`config.mk`:
```
export PLATFORM = sky130hd
export DESIGN_NAME = byte_pattern_search
export DESIGN_NICKNAME = d
export VERILOG_FILES = /design/src/hw/rtl/bps_pkg.sv /design/src/hw/rtl/bps_match.sv /design/src/hw/rtl/byte_pattern_search.sv
export SDC_FILE = /design/constraint.sdc
export NUM_CORES = 1
export LEC_CHECK = 0
export BUFFER_PORTS_ARGS = -buffer_cell sky130_fd_sc_hd__buf_4
export CAP_MARGIN = 25
export CORE_MARGIN = 4
export CORE_UTILIZATION = 51
export CTS_CLUSTER_DIAMETER = 100
export DETAILED_ROUTE_END_ITERATION = 12
export PLACE_DENSITY = 0.68
export SLEW_MARGIN = 20
export SYNTH_ARGS = -nofsm -noshare
export SYNTH_HDL_FRONTEND = slang
export SYNTH_SLANG_ARGS = --single-unit
```
`constraint.sdc`:
```
create_clock -name clock -period 13.6 [get_ports clock]
set_clock_uncertainty 0.2 [all_clocks]
set_input_delay 2.04 -clock clock [delete_from_list [all_inputs] [get_ports clock]]
set_output_delay 2.04 -clock clock [all_outputs]
set_load 0.01 [all_outputs]
```
`src/hw/rtl/bps_pkg.sv`:
```
package bps_pkg;

   // search window and offset sizing
   localparam int MAX_PATTERN_BYTES = 16;
   localparam int OFFSET_BITS       = 32;
   localparam int IDX_BITS          = $clog2(MAX_PATTERN_BYTES);

   // register widths
   localparam int PATTERN_WORD_BITS = 64;
   localparam int LEN_BITS          = 5;
   localparam int START_BITS        = 32;
   localparam int CSR_DATA_BITS     = 64;
   localparam int CSR_INDEX_BITS    = 3;

   // result field widths
   localparam int MATCH_BITS        = 32;

   // width used to compare a match start against the start offset
   localparam int CMP_BITS = (OFFSET_BITS > START_BITS) ? OFFSET_BITS : START_BITS;

   // register indexes
   localparam logic [CSR_INDEX_BITS-1:0] CSR_PATTERN_LOW  = 3'd0;
   localparam logic [CSR_INDEX_BITS-1:0] CSR_PATTERN_HIGH = 3'd1;
   localparam logic [CSR_INDEX_BITS-1:0] CSR_PATTERN_LEN  = 3'd2;
   localparam logic [CSR_INDEX_BITS-1:0] CSR_START_OFFSET = 3'd3;
   localparam logic [CSR_INDEX_BITS-1:0] CSR_BACKWARD     = 3'd4;

   typedef logic [7:0] data_byte_type;
   typedef data_byte_type [MAX_PATTERN_BYTES-1:0] window_type;

endpackage

```
`src/hw/rtl/bps_match.sv`:
```
module bps_match (
   input  bps_pkg::window_type                window,
   input  bps_pkg::window_type                pattern,
   input  logic [bps_pkg::LEN_BITS-1:0]       pattern_length,
   output logic                               match
);
   import bps_pkg::*;

   logic [MAX_PATTERN_BYTES-1:0] byte_eq;
   logic                         len_ok;

   // pattern byte j lines up with the byte received length-1-j steps ago
   always_comb begin
      logic [LEN_BITS-1:0] idx;
      idx = '0;
      for (int j = 0; j < MAX_PATTERN_BYTES; j++) begin
         idx = LEN_BITS'(pattern_length - LEN_BITS'(1) - LEN_BITS'(j));
         if (LEN_BITS'(j) < pattern_length) begin
            byte_eq[j] = (window[idx[IDX_BITS-1:0]] == pattern[j]);
         end else begin
            byte_eq[j] = 1'b1;
         end
      end
   end

   // empty or overlong pattern never matches
   assign len_ok = (pattern_length != '0) &&
                   (pattern_length <= LEN_BITS'(MAX_PATTERN_BYTES));

   assign match = len_ok && (&byte_eq);

endmodule

```
`src/hw/rtl/byte_pattern_search.sv`:
```
// Streaming substring search over one buffer at a time.
// Request channel (req_): one buffer byte per request in tdata, tlast on the
// final byte of the buffer. Result channel (rsp_): one result per buffer,
// sent after its last byte; tuser carries found, tdata the match start offset
// (zero when nothing was found).
// Configuration (csr_): pattern bytes, pattern length, start offset and
// search direction; write only while no buffer is in flight.
// Throughput is one byte per cycle while no last byte waits for the result register:
// each byte is captured in an input register, and from there the 16-byte window is
// compared with the pattern and the running hit is updated in a single pass.
// A result is registered in the result register when its last byte leaves the input register.
// When the result register is full and not taken, a last byte waits in the
// input register and request ready drops; ordinary bytes keep flowing.
// Reset (synchronous) clears the configuration, valid flags and per-buffer state, but not
// the byte and result data registers; per-buffer state is also cleared after every last byte.
module byte_pattern_search (
   input  logic                                 clock,
   input  logic                                 reset,
   // request: tdata = data_byte[7:0]; tlast = last_byte
   input  logic                                 req_tvalid,
   output logic                                 req_tready,
   input  logic [7:0]                           req_tdata,
   input  logic                                 req_tlast,
   // result: tdata = match_offset[31:0]; tuser = found
   output logic                                 rsp_tvalid,
   input  logic                                 rsp_tready,
   output logic [bps_pkg::MATCH_BITS-1:0]       rsp_tdata,
   output logic                                 rsp_tuser,
   // configuration write port
   input  logic                                 csr_we,
   input  logic [bps_pkg::CSR_INDEX_BITS-1:0]   csr_index,
   input  logic [bps_pkg::CSR_DATA_BITS-1:0]    csr_wdata
);
   import bps_pkg::*;

   localparam logic [OFFSET_BITS-1:0] POS_TOP = '1;

   // configuration registers
   logic [PATTERN_WORD_BITS-1:0] pat_low_ff;
   logic [PATTERN_WORD_BITS-1:0] pat_high_ff;
   logic [LEN_BITS-1:0]          pat_len_ff;
   logic [START_BITS-1:0]        start_ff;
   logic                         backward_ff;

   // input register
   logic                         in_valid_ff;
   data_byte_type                in_byte_ff;
   logic                         in_last_ff;

   // per-buffer state
   window_type                   window_ff;
   window_type                   window_in;
   logic [OFFSET_BITS-1:0]       pos_ff;
   logic [OFFSET_BITS-1:0]       pos_in;
   logic                         hit_ff;
   logic                         hit_in;
   logic [OFFSET_BITS-1:0]       hit_off_ff;
   logic [OFFSET_BITS-1:0]       hit_off_in;

   // result register
   logic                         rsp_valid_ff;
   logic                         found_ff;
   logic [MATCH_BITS-1:0]        offset_ff;

   logic                         out_free;
   logic                         proc;
   logic                         match;
   logic                         pos_ok;
   logic [LEN_BITS-1:0]          len_m1;
   logic [OFFSET_BITS-1:0]       start_pos;
   logic [CMP_BITS-1:0]          start_cmp;
   logic [CMP_BITS-1:0]          bound_cmp;
   logic [2*PATTERN_WORD_BITS-1:0] pattern_bits;
   window_type                   pattern;

   // configuration writes
   always_ff @(posedge clock) begin
      if (reset) begin
         pat_low_ff  <= '0;
         pat_high_ff <= '0;
         pat_len_ff  <= '0;
         start_ff    <= '0;
         backward_ff <= 1'b0;
      end else if (csr_we) begin
         unique case (csr_index)
            CSR_PATTERN_LOW:  pat_low_ff  <= csr_wdata[PATTERN_WORD_BITS-1:0];
            CSR_PATTERN_HIGH: pat_high_ff <= csr_wdata[PATTERN_WORD_BITS-1:0];
            CSR_PATTERN_LEN:  pat_len_ff  <= csr_wdata[LEN_BITS-1:0];
            CSR_START_OFFSET: start_ff    <= csr_wdata[START_BITS-1:0];
            CSR_BACKWARD:     backward_ff <= csr_wdata[0];
            default: ;
         endcase
      end
   end

   // handshake: a last byte needs a free result register
   assign out_free   = !rsp_valid_ff || rsp_tready;
   assign proc       = in_valid_ff && (!in_last_ff || out_free);
   assign req_tready = !in_valid_ff || proc;

   // input register
   always_ff @(posedge clock) begin
      if (reset) begin
         in_valid_ff <= 1'b0;
      end else if (req_tvalid && req_tready) begin
         in_valid_ff <= 1'b1;
      end else if (proc) begin
         in_valid_ff <= 1'b0;
      end
   end

   always_ff @(posedge clock) begin
      if (req_tvalid && req_tready) begin
         in_byte_ff <= req_tdata;
         in_last_ff <= req_tlast;
      end
   end

   // window shifted by the new byte
   assign window_in = {window_ff[MAX_PATTERN_BYTES-2:0], in_byte_ff};

   assign pattern_bits = {pat_high_ff, pat_low_ff};
   assign pattern      = pattern_bits[MAX_PATTERN_BYTES*8-1:0];

   bps_match u_match (
      .window         (window_in),
      .pattern        (pattern),
      .pattern_length (pat_len_ff),
      .match          (match)
   );

   // candidate match start and its bound check
   assign len_m1    = LEN_BITS'(pat_len_ff - LEN_BITS'(1));
   assign pos_ok    = (pos_ff >= OFFSET_BITS'(len_m1));
   assign start_pos = OFFSET_BITS'(pos_ff - OFFSET_BITS'(len_m1));
   assign start_cmp = CMP_BITS'(start_pos);
   assign bound_cmp = CMP_BITS'(start_ff);

   // running hit and saturating position
   always_comb begin
      hit_in     = hit_ff;
      hit_off_in = hit_off_ff;
      if (match && pos_ok) begin
         if (backward_ff) begin
            if (start_cmp <= bound_cmp) begin
               hit_in     = 1'b1;
               hit_off_in = start_pos;
            end
         end else if (!hit_ff && (start_cmp >= bound_cmp)) begin
            hit_in     = 1'b1;
            hit_off_in = start_pos;
         end
      end
      pos_in = (pos_ff == POS_TOP) ? pos_ff : OFFSET_BITS'(pos_ff + OFFSET_BITS'(1));
   end

   // per-buffer state, cleared after the last byte
   always_ff @(posedge clock) begin
      if (reset) begin
         window_ff  <= '0;
         pos_ff     <= '0;
         hit_ff     <= 1'b0;
         hit_off_ff <= '0;
      end else if (proc) begin
         if (in_last_ff) begin
            window_ff  <= '0;
            pos_ff     <= '0;
            hit_ff     <= 1'b0;
            hit_off_ff <= '0;
         end else begin
            window_ff  <= window_in;
            pos_ff     <= pos_in;
            hit_ff     <= hit_in;
            hit_off_ff <= hit_off_in;
         end
      end
   end

   // result register
   always_ff @(posedge clock) begin
      if (reset) begin
         rsp_valid_ff <= 1'b0;
      end else if (proc && in_last_ff) begin
         rsp_valid_ff <= 1'b1;
      end else if (rsp_tready) begin
         rsp_valid_ff <= 1'b0;
      end
   end

   always_ff @(posedge clock) begin
      if (proc && in_last_ff) begin
         found_ff  <= hit_in;
         offset_ff <= hit_in ? MATCH_BITS'(hit_off_in) : '0;
      end
   end

   assign rsp_tvalid = rsp_valid_ff;
   assign rsp_tuser  = found_ff;
   assign rsp_tdata  = offset_ff;

   // a waiting byte is held until it is processed
   a_input_held : assert property (@(posedge clock) disable iff (reset)
      in_valid_ff && !proc |=> in_valid_ff && $stable(in_byte_ff) && $stable(in_last_ff))
      else $error("input register overwritten before processing");

   // state is back to reset after a last byte
   a_state_cleared : assert property (@(posedge clock) disable iff (reset)
      proc && in_last_ff |=> pos_ff == '0 && !hit_ff)
      else $error("buffer state not cleared after last byte");

   // a kept match start never lies ahead of the current position
   a_hit_behind_pos : assert property (@(posedge clock) disable iff (reset)
      hit_ff |-> hit_off_ff <= pos_ff)
      else $error("hit offset beyond byte position");

   // not-found results carry a zero offset
   a_zero_offset : assert property (@(posedge clock) disable iff (reset)
      rsp_valid_ff && !found_ff |-> offset_ff == '0)
      else $error("offset not zero on a not-found result");

endmodule

```
# --- Word level (Yosys, flattened, before mapping) ---
# Index checks and enable logic that the tools add are counted.
op_classes:
  n_lt_le_gt_ge: 36
  div_mod_pow: 0
  n_eq_ne: 22
  muxes: 65
  multipliers: 0
  n_reduce_logical: 25
  n_bitwise: 0
  n_shift: 0
  n_addsub: 18
op_table:
  columns: ["operator", "count"]
  rows:
  - ["8-bit binary-select mux with 4-bit select", 16]
  - ["32-bit 2-to-1 mux", 7]
  - ["8-bit == test", 16]
  - ["8-bit 2-to-1 mux", 16]
  - ["120-bit 2-to-1 mux", 1]
  - ["4-bit by 5-bit less-than comparator with 1-bit output (second input constant)", 16]
  - ["4-bit by 5-bit less-than comparator with 1-bit output (first input constant)", 8]
  - ["32-bit by 1-bit adder with 32-bit output (second input constant)", 1]
  - ["32-bit == test (second input constant)", 1]
  - ["32-bit greater-or-equal comparator", 1]
  - ["32-bit by 5-bit greater-or-equal comparator with 1-bit output", 1]
  - ["32-bit <= comparator", 1]
  - ["32-bit by 5-bit subtractor with 32-bit output", 1]
  - ["4-bit subtractor (second input constant)", 8]
  - ["1-bit 2-to-1 mux", 25]
  - ["3-bit by 5-bit less-than comparator with 1-bit output (first input constant)", 4]
  - ["16-bit AND reduction", 1]
  - ["4-bit by 3-bit subtractor with 4-bit output (second input constant)", 4]
  - ["2-bit AND reduction", 6]
  - ["1-bit by 5-bit less-than comparator with 1-bit output (first input constant)", 2]
  - ["2-bit by 5-bit less-than comparator with 1-bit output (first input constant)", 2]
  - ["4-bit by 2-bit subtractor with 4-bit output (second input constant)", 2]
  - ["1-bit logical AND", 7]
  - ["3-bit by 2-bit == test with 1-bit output (second input constant)", 2]
  - ["other kinds (11)", 17]
totals:
  ff_bits: 395
  romBits: 0
  out_inout_bits: 35
  n_memories: 0
  in_bits: 81
  wordCells: 195
  latch_bits: 0
  ramBits: 0

# --- Longest topological paths before layout ---
# Gate-level depths: netlist (run 1).
logic_depth:
  word_depth: 11
  ltp_mapped: 35

# --- Modules after synthesis ---
# Synthesis (run 1) repeated with hierarchy kept, for this count alone.
hier_totals:
  hier_cells: 2924
  hier_area_um2: 24965.2
modules_own_cells:
  columns: ["mod", "area_per_inst_um2", "seq_area_each_um2", "cells_per_inst", "instances"]
  rows:
  - ["byte_pattern_search", 16188.0, 8328.0, 1934, 1]
  - ["bps_match", 8777.2, 0.0, 990, 1]

# --- Worst setup path before layout (run 1) ---
# No wires, ideal clock.
synth_path:
  kind: "register to register"
  start: "register pat_len_ff[0]"
  end: "register hit_off_ff[21]"
  path_buffers: 12
  setup_time_ps: 117
  required_ps: 13283
  stages_incl_launch_ff: 28
  t_arrival_ps: 6917
  slack_ps: 6366
  path_cell_list: "dfxtp_1 buf_4 inv_1 buf_2 buf_1 ha_1 buf_2 buf_4 buf_2 buf_2 buf_1 inv_1 ha_1 clkbuf_1 buf_2 mux4_2 mux4_2 xnor2_1 nand4_1 or4_1 maj3_2 o32ai_1 nand4_1 nor3_4 o22ai_1 buf_4 buf_6 a22o_1"
synth_via:
  elab_chain_len: 11
  word_cells_on_any_way: 112
synth_rtl:
  columns: ["element", "line", "rtl"]
  rows:
  - ["start: declaration", "byte_pattern_search.sv:41", "logic [LEN_BITS-1:0] pat_len_ff;"]
  - ["start signal: assignment", "byte_pattern_search.sv:88", "CSR_PATTERN_LEN: pat_len_ff <= csr_wdata[LEN_BITS-1:0];"]
  - ["branches (longest 9 deep; another with 32-bit by 5-bit subtractor with 32-bit output)", null, null]
  - ["32-bit 2-to-1 mux (*)", "byte_pattern_search.sv:143", "if (match && pos_ok) begin"]
  - ["32-bit 2-to-1 mux (*)", "byte_pattern_search.sv:165", "if (in_last_ff) begin"]
  - ["end signal: assignment", "byte_pattern_search.sv:174", "hit_off_ff <= hit_off_in;"]
  - ["end: declaration", "byte_pattern_search.sv:57", "logic [OFFSET_BITS-1:0] hit_off_ff;"]
# Mark *: on every way between the ends. The select of a mux whose other input is x is not followed.
# A chain may end at the register's enable or synchronous reset.

# --- Worst setup path in the final report (run 1) ---
layout_path:
  start: "register pat_len_ff[1]"
  end: "register hit_off_ff[25]"
# Same word-level chain as after synthesis.

==> results of run 1 <==
-- worst max path at each step --
stage / startpoint / end / slack [ps]
2_1_floorplan: pat_len_ff[0]$_SDFFE_PP0P_ / hit_off_ff[21]$_SDFFE_PP0P_ / 6370
6_report: pat_len_ff[1]$_SDFFE_PP0P_ / hit_off_ff[25]$_SDFFE_PP0P_ / 5180
4_1_cts: pat_len_ff[1]$_SDFFE_PP0P_ / hit_off_ff[25]$_SDFFE_PP0P_ / 5310
5_1_grt: pat_len_ff[1]$_SDFFE_PP0P_ / hit_off_ff[25]$_SDFFE_PP0P_ / 4680
3_3_place_gp: pat_len_ff[1]$_SDFFE_PP0P_ / hit_off_ff[10]$_SDFFE_PP0P_ / 5660
3_5_place_dp: pat_len_ff[1]$_SDFFE_PP0P_ / hit_off_ff[17]$_SDFFE_PP0P_ / 5390
-- layout make-up --
class	instances	area [sq um]	share of cell area
Antenna cell	1	2.502	0.00008973
Clock buffer	61	1299	0.04657
Clock inverter	22	276.5	0.009915
Inverter	51	192.7	0.006909
Multi-Input combinational cell	2225	15780	0.5658
Sequential cell	395	8337	0.2989
Tap cell	664	830.8	0.02979
Timing Repair Buffer	155	1171	0.04199
-- synth_stat cells, types with 22 or more instances --
master	n
mux2i_1	127
nor3_1	46
mux2_2	22
nand4_1	39
mux4_2	154
and2_1	45
a21oi_1	351
nor2_1	93
buf_1	27
xor2_1	97
o21ai_0	70
a22o_1	31
o22ai_1	29
nand2_1	588
and3_1	40
ha_1	46
buf_2	31
nand3_1	145
o211ai_1	33
inv_1	48
nor4_1	36
dfxtp_1	353
clkbuf_1	162
edfxtp_1	42
xnor2_1	97
-- layer usage --
metal  vias up  wire length [um]  global-route usage
li1      10370                 -                   -
met1     11080             34870              0.4247
met2      1015             37530              0.4750
met3       186              6967             0.05104
met4         4              3435              0.1176
met5         -                20                   0
-- power breakdown --
group / switching (uW) / leakage (uW) / internal [uW]
Combinational: 186 / 0.00576 / 111
Clock: 527 / 0.000782 / 771
Sequential: 20.7 / 0.00328 / 1190
-- state kept, by name (all words and copies together), names as in the netlist, 5 cells and up --
name         count
pat_high_ff     64
bound_cmp       32
rsp_tdata       32
window_ff      120
pat_low_ff      64
pos_ff          32
hit_off_ff      32
pat_len_ff       5
in_byte_ff       8
-- layout by cell type (no fill, tap or decap), types with 6 or more instances in the layout --
master	synthesis	routed
nor2b_1	7	7
mux2i_1	127	127
xor2_1	97	96
a22o_1	31	31
o21a_1	9	9
or3_1	12	12
dfxtp_1	353	350
o21ai_0	70	70
mux4_2	154	154
nor2_1	93	91
xnor2_1	97	96
clkinv_2	0	11
or4_1	8	8
o211ai_1	33	33
nor4_1	36	34
clkbuf_8	0	8
nand3_1	145	145
o22ai_1	29	28
nor4b_1	8	8
a21oi_1	351	351
inv_1	48	46
a21o_1	16	16
ha_1	46	45
a211oi_1	6	6
clkbuf_1	162	7
clkbuf_16	0	47
mux2_2	22	22
nor3_1	46	46
nand4_1	39	39
edfxtp_1	42	42
and2_1	45	44
a31oi_1	9	9
and4_1	6	6
buf_4	9	152
nand2_1	588	586
and3_1	40	40
-- worst reg2reg max path: cells and delay by family (launching register included) --
kind	cells	cell delay, ps
fa+ha+maj	4	1450
flops	1	610
simple gates	7	1660
buf+inv	5	1680
compound gates	10	2210
xor+xnor	2	480
-- stage by stage --
step,utilization,instances,hold WS (ps)
4_1_cts,0.5707,3572,254.9
3_3_place_gp,0.5381,3487,243.4
3_5_place_dp,0.5384,3489,247.2
6_report,0.5709,3574,255.0
5_1_grt,0.5708,3573,274.1
2_1_floorplan,-,2902,236.3
-- cell families after synthesis --
logic type / Yosys count
xor gates and xnor gates: 198
adders and majority gates: 50
buffers and inverters: 282
muxes: 303
DFF: 395
AOI/OAI and AO/OA: 581
and+or+nand+nor: 1093
==> impl_metrics.json, run 1 <==
{
  "crit_family": "compound AO/OA/AOI/OAI gates",
  "worstPathArrival_ps": 8680,
  "hold_buffers": 0,
  "h-tree-depth": 2,
  "synth_ff_type": "dfxtp_1",
  "overflow": 0,
  "die_area_sq_um": 52990,
  "hp-class": "reg -> reg",
  "criticalPathCategory": "reg -> reg",
  "cp_max_fo": 30,
  "min_from": "bound_cmp[30]$_SDFFE_PP0P_",
  "synth_top_family_by_area": "multiplexers",
  "worstHoldPathCells": 2,
  "synth-compound-area-share": 0.1319,
  "slowest_stage": "dfxtp_1",
  "rrSetupSlack_ps": 5180,
  "min_to": "bound_cmp[30]$_SDFFE_PP0P_",
  "cts.root.buffer_cell": "clkbuf_16",
  "ys_types": 68,
  "nets": 3001,
  "synth_simple_gate_area_frac": 0.1977,
  "dpl_cell_area_sq_um": 26300,
  "synth_fa_ha_area_frac": 0.02490,
  "drt_iter0_markers": 2575,
  "wire_per_inst_um": 23.18,
  "clk_pin_slew_worst_paths_ps": 60,
  "reg2reg_from": "pat_len_ff[1]$_SDFFE_PP0P_",
  "clock.fmax_ghz": 0.1187,
  "synth_xor_area_frac": 0.07116,
  "antenna_left": 0,
  "clkLatencyLatePin_ps": 600,
  "synthesis.nets": 3030,
  "cts_setup_buffers": 0,
  "hpwl_um": 60230,
  "avgSynthCellArea_sq_um": 8.676,
  "grt_pass1_wl_um": 126300,
  "leakage_uw": 0.009827,
  "drc": 0,
  "cts.path.max_buffers": 3,
  "crit_path_end_kind": "flip-flop",
  "synthTopCellsByArea": "dfxtp_1 (28%), mux4_2 (14%), nand2_1 (8.8%), a21oi_1 (7.0%), mux2i_1 (5.0%)",
  "synth_mux_area_frac": 0.1981,
  "slew_viol_final": 0,
  "via_count": 22650,
  "fillerInstances": 4414,
  "routabilityCongestion": 0.9723,
  "rows": 81,
  "final_hold_viol_count": 0,
  "syn2layout_area_growth_pct": 10.76,
  "portBuffers": 115,
  "r2r_cells": 28,
  "ys_ff_latch": 395,
  "synth_top_cell_by_area": "dfxtp_1",
  "dieHeight_um": 230.2,
  "cts_resized": 0,
  "yosysWarnings": 0,
  "grt_max_degree": 146,
  "p_total_uw": 2806,
  "die_width_um": 230.2,
  "synth_top_area_share": 0.2807,
  "timing.final.crit_share": 0.6194,
  "startpoint_type": "flip-flop",
  "async_reset_ff_frac": 0,
  "drt-total-wl_um": 82830,
  "final.min_clock_period_ps": 8424,
  "netlist_area_sq_um": 25180,
  "core_sq_um": 48850,
  "tightest_slew_ps": 1064,
  "fin_tns_setup_ps": 0,
  "dp_slack_ps": 5392,
  "synth_edf_count": 42,
  "setup_ws_ps": 5176,
  "vdd_drop_max_uv": 83.03,
  "cp.depth": 28,
  "slew_headroom": 0.2909,
  "cts_num_sinks": 395,
  "vias_per_cell": 6.338,
  "max_cap_violations": 0,
  "ios": 116,
  "finalSetupViolCount": 0,
  "syn_inst": 2902,
  "final_layout_size_suffix_gt1_frac": 0.1485,
  "synth.yosys.seq_area_share": 0.3308,
  "grt_pass1_vias": 20880,
  "status": "completed",
  "power.density_nw_per_um2": 100.6,
  "rsz0062_at_grt": "no",
  "max_stage_delay_ps": 610,
  "cts_made_buffers": 45,
  "grt.total_usage": 0.3041,
  "drtPass1Iterations": 6,
  "final_area_sq_um": 27890,
  "path_buf_inv": 5,
  "antenna_found_initial": 2,
  "worstReg2RegEnd": "hit_off_ff[25]$_SDFFE_PP0P_",
  "cts_tree": "done",
  "crit_required_ps": 13860,
  "start_util": 0.5154
}
No activity file was read; power rests on OpenSTA's default activity.
==> run 2: changes to the inputs <==
Clock period 13.6 ns to 8.49 ns, I/O delays scaled along.
==> impl_metrics.json, run 2 (synthesis gave the netlist of run 1 again) <==
{
  "status": "completed",
  "vias_per_cell": 6.346,
  "cts.path.max_buffers": 3,
  "via_count": 22680,
  "crit_family": "compound AO/OA/AOI/OAI gates",
  "rsz0062_at_grt": "no",
  "clkLatencyLatePin_ps": 590,
  "layout_commonest_cell": "nand2_1",
  "ios": 116,
  "syn2layout_area_growth_pct": 11.37,
  "regMostFlops": "window_ff",
  "path_buf_inv": 2,
  "path_cells": "inv_1 > ha_4 > ha_1 > nor2b_1 > o21ai_0 > nand2b_1 > maj3_1 > a2111o_1 > nor2_1 > nand3_1 > nor4_1 > xor2_1 > ha_1 > and4_1 > a221o_1 > a221o_1 > a21oi_1 > o21a_1 > o21ai_0 > o211ai_1 > nand3_1 > nor3_4 > buf_4 > o21ai_0",
  "drtPass1Iterations": 6,
  "fillerInstances": 4362,
  "grt_pass1_vias": 20790,
  "cts_setup_buffers": 0,
  "cts_resized": 0,
  "largest_reg_flops": 120,
  "die_width_um": 230.2,
  "drt_iter0_markers": 2594,
  "portBuffers": 115,
  "cts_made_buffers": 46,
  "slew_headroom": 0.2902,
  "worstReg2RegEnd": "rsp_tdata[15]$_SDFFCE_PN0P_",
  "slowest_stage": "dfxtp_1",
  "finalSetupViolCount": 0,
  "crit_required_ps": 8600,
  "worstPathArrival_ps": 7690,
  "hold_buffers": 0,
  "final.min_clock_period_ps": 7587,
  "clk_pin_slew_worst_paths_ps": 60,
  "fin_hold_ws_ps": 256.3,
  "cts_tree": "done",
  "cts.root.buffer_cell": "clkbuf_16",
  "routabilityCongestion": 0.9880,
  "tightest_slew_ps": 1065,
  "grt_pass1_wl_um": 127200,
  "top_regs": "window_ff: 120 flops, pat_high_ff: 64 flops, pat_low_ff: 64 flops",
  "min_from": "bound_cmp[23]$_SDFFE_PP0P_",
  "timing.final.crit_share": 0.8936,
  "drt-total-wl_um": 83160,
  "worstHoldPathCells": 2,
  "max_stage_delay_ps": 610,
  "vdd_drop_max_uv": 148.2,
  "h-tree-depth": 2,
  "critPathMostFrequentCell": "o21ai_0",
  "drc": 0,
  "layout_common_cells": "nand2_1 (586), a21oi_1 (351), dfxtp_1 (350)",
  "power.density_nw_per_um2": 165.7,
  "hp-class": "reg -> reg",
  "overflow": 0,
  "r2r_cells": 24,
  "start_util": 0.5154,
  "crit_path_end_kind": "flip-flop",
  "grt_max_degree": 168,
  "antenna_left": 0,
  "criticalPathCategory": "reg -> reg",
  "slew_viol_final": 0,
  "die_area_sq_um": 52990,
  "final_layout_size_suffix_gt1_frac": 0.1499,
  "nets": 3000,
  "reg2reg_from": "pat_len_ff[1]$_SDFFE_PP0P_",
  "wire_per_inst_um": 23.28,
  "antenna_found_initial": 1,
  "grt.total_usage": 0.3061,
  "cts_num_sinks": 395,
  "clock.fmax_ghz": 0.1318,
  "min_to": "bound_cmp[23]$_SDFFE_PP0P_",
  "hpwl_um": 60170,
  "fin_tns_setup_ps": 0,
  "startpoint_type": "flip-flop",
  "max_cap_violations": 0,
  "rrSetupSlack_ps": 900,
  "final_hold_viol_count": 0,
  "dieHeight_um": 230.2,
  "core_sq_um": 48850,
  "rows": 81,
  "cp_max_fo": 69,
  "diodes": 0,
  "leakage_uw": 0.009883
}
==> run 2: how the worst max path moves through the flow <==
| stage | startpoint | to | slack (ps) | depth (start not counted) |
|---|---|---|---|---|
| global placement | pat_len_ff[1]$_SDFFE_PP0P_ | rsp_tdata[15]$_SDFFCE_PN0P_ | 1320 | 24 |
| global route | pat_len_ff[1]$_SDFFE_PP0P_ | rsp_tdata[9]$_SDFFCE_PN0P_ | 400 | 24 |
| CTS | pat_len_ff[1]$_SDFFE_PP0P_ | rsp_tdata[26]$_SDFFCE_PN0P_ | 990 | 24 |
| floorplan | pat_len_ff[0]$_SDFFE_PP0P_ | hit_off_ff[21]$_SDFFE_PP0P_ | 1260 | 27 |
| finish | pat_len_ff[1]$_SDFFE_PP0P_ | rsp_tdata[15]$_SDFFCE_PN0P_ | 900 | 24 |
| detailed placement | pat_len_ff[1]$_SDFFE_PP0P_ | rsp_tdata[26]$_SDFFCE_PN0P_ | 1020 | 24 |
==> run 2: area by class of cell <==
type,count,area [sq um],area share
clock buffers,60,1306,0.04659
clock inverters,25,384.1,0.01370
inverters,51,192.7,0.006872
multi-input cells,2225,15800,0.5634
flip-flops and latches,395,8337,0.2973
well taps,664,830.8,0.02963
repair buffers,153,1192,0.04253
==> run 2: layer usage <==
layer  track usage  wire length [um]  share of wire  up-vias
met5             0                11        0.00013        -
met4        0.1202              3763          0.045        2
met3       0.05934              7586          0.091      201
met2        0.4661             36960           0.44     1070
met1        0.4319             34840           0.42    11040
li1              -                 -              -    10360
==> run 2: where the power goes <==
group	switching [uW]	leakage, uW	internal [uW]	total (uW)
Sequential	30.2	0.00328	1910	1940
Combinational	304	0.00577	182	486
Clock	857	0.000827	1360	2220
Total	1190	0.00988	3450	4640
==> run 2: worst register-to-register path, cell delays in order, from the launching register on <==
cell and delay, ps:
dfxtp_1 610, inv_1 230, ha_4 460, ha_1 290, nor2b_1 130, o21ai_0 160, nand2b_1 130, maj3_1 400
a2111o_1 500, nor2_1 350, nand3_1 290, nor4_1 290, xor2_1 340, ha_1 310, and4_1 240, a221o_1 310
a221o_1 400, a21oi_1 130, o21a_1 150, o21ai_0 80, o211ai_1 110, nand3_1 180, nor3_4 240, buf_4 540
o21ai_0 240
==> run 2: metrics by stage <==
stage	cell area [sq um]	cells	utilization	total power (uW)	setup slack, ps
6_report	28040	3573	0.5740	4645	903.3
5_1_grt	28040	3573	0.5740	4782	400.2
4_1_cts	27990	3571	0.5730	4658	987.2
3_5_place_dp	26300	3486	0.5384	2453	1016
3_3_place_gp	26300	3485	0.5383	2442	1320
2_1_floorplan	25180	2902	-	2289	1256
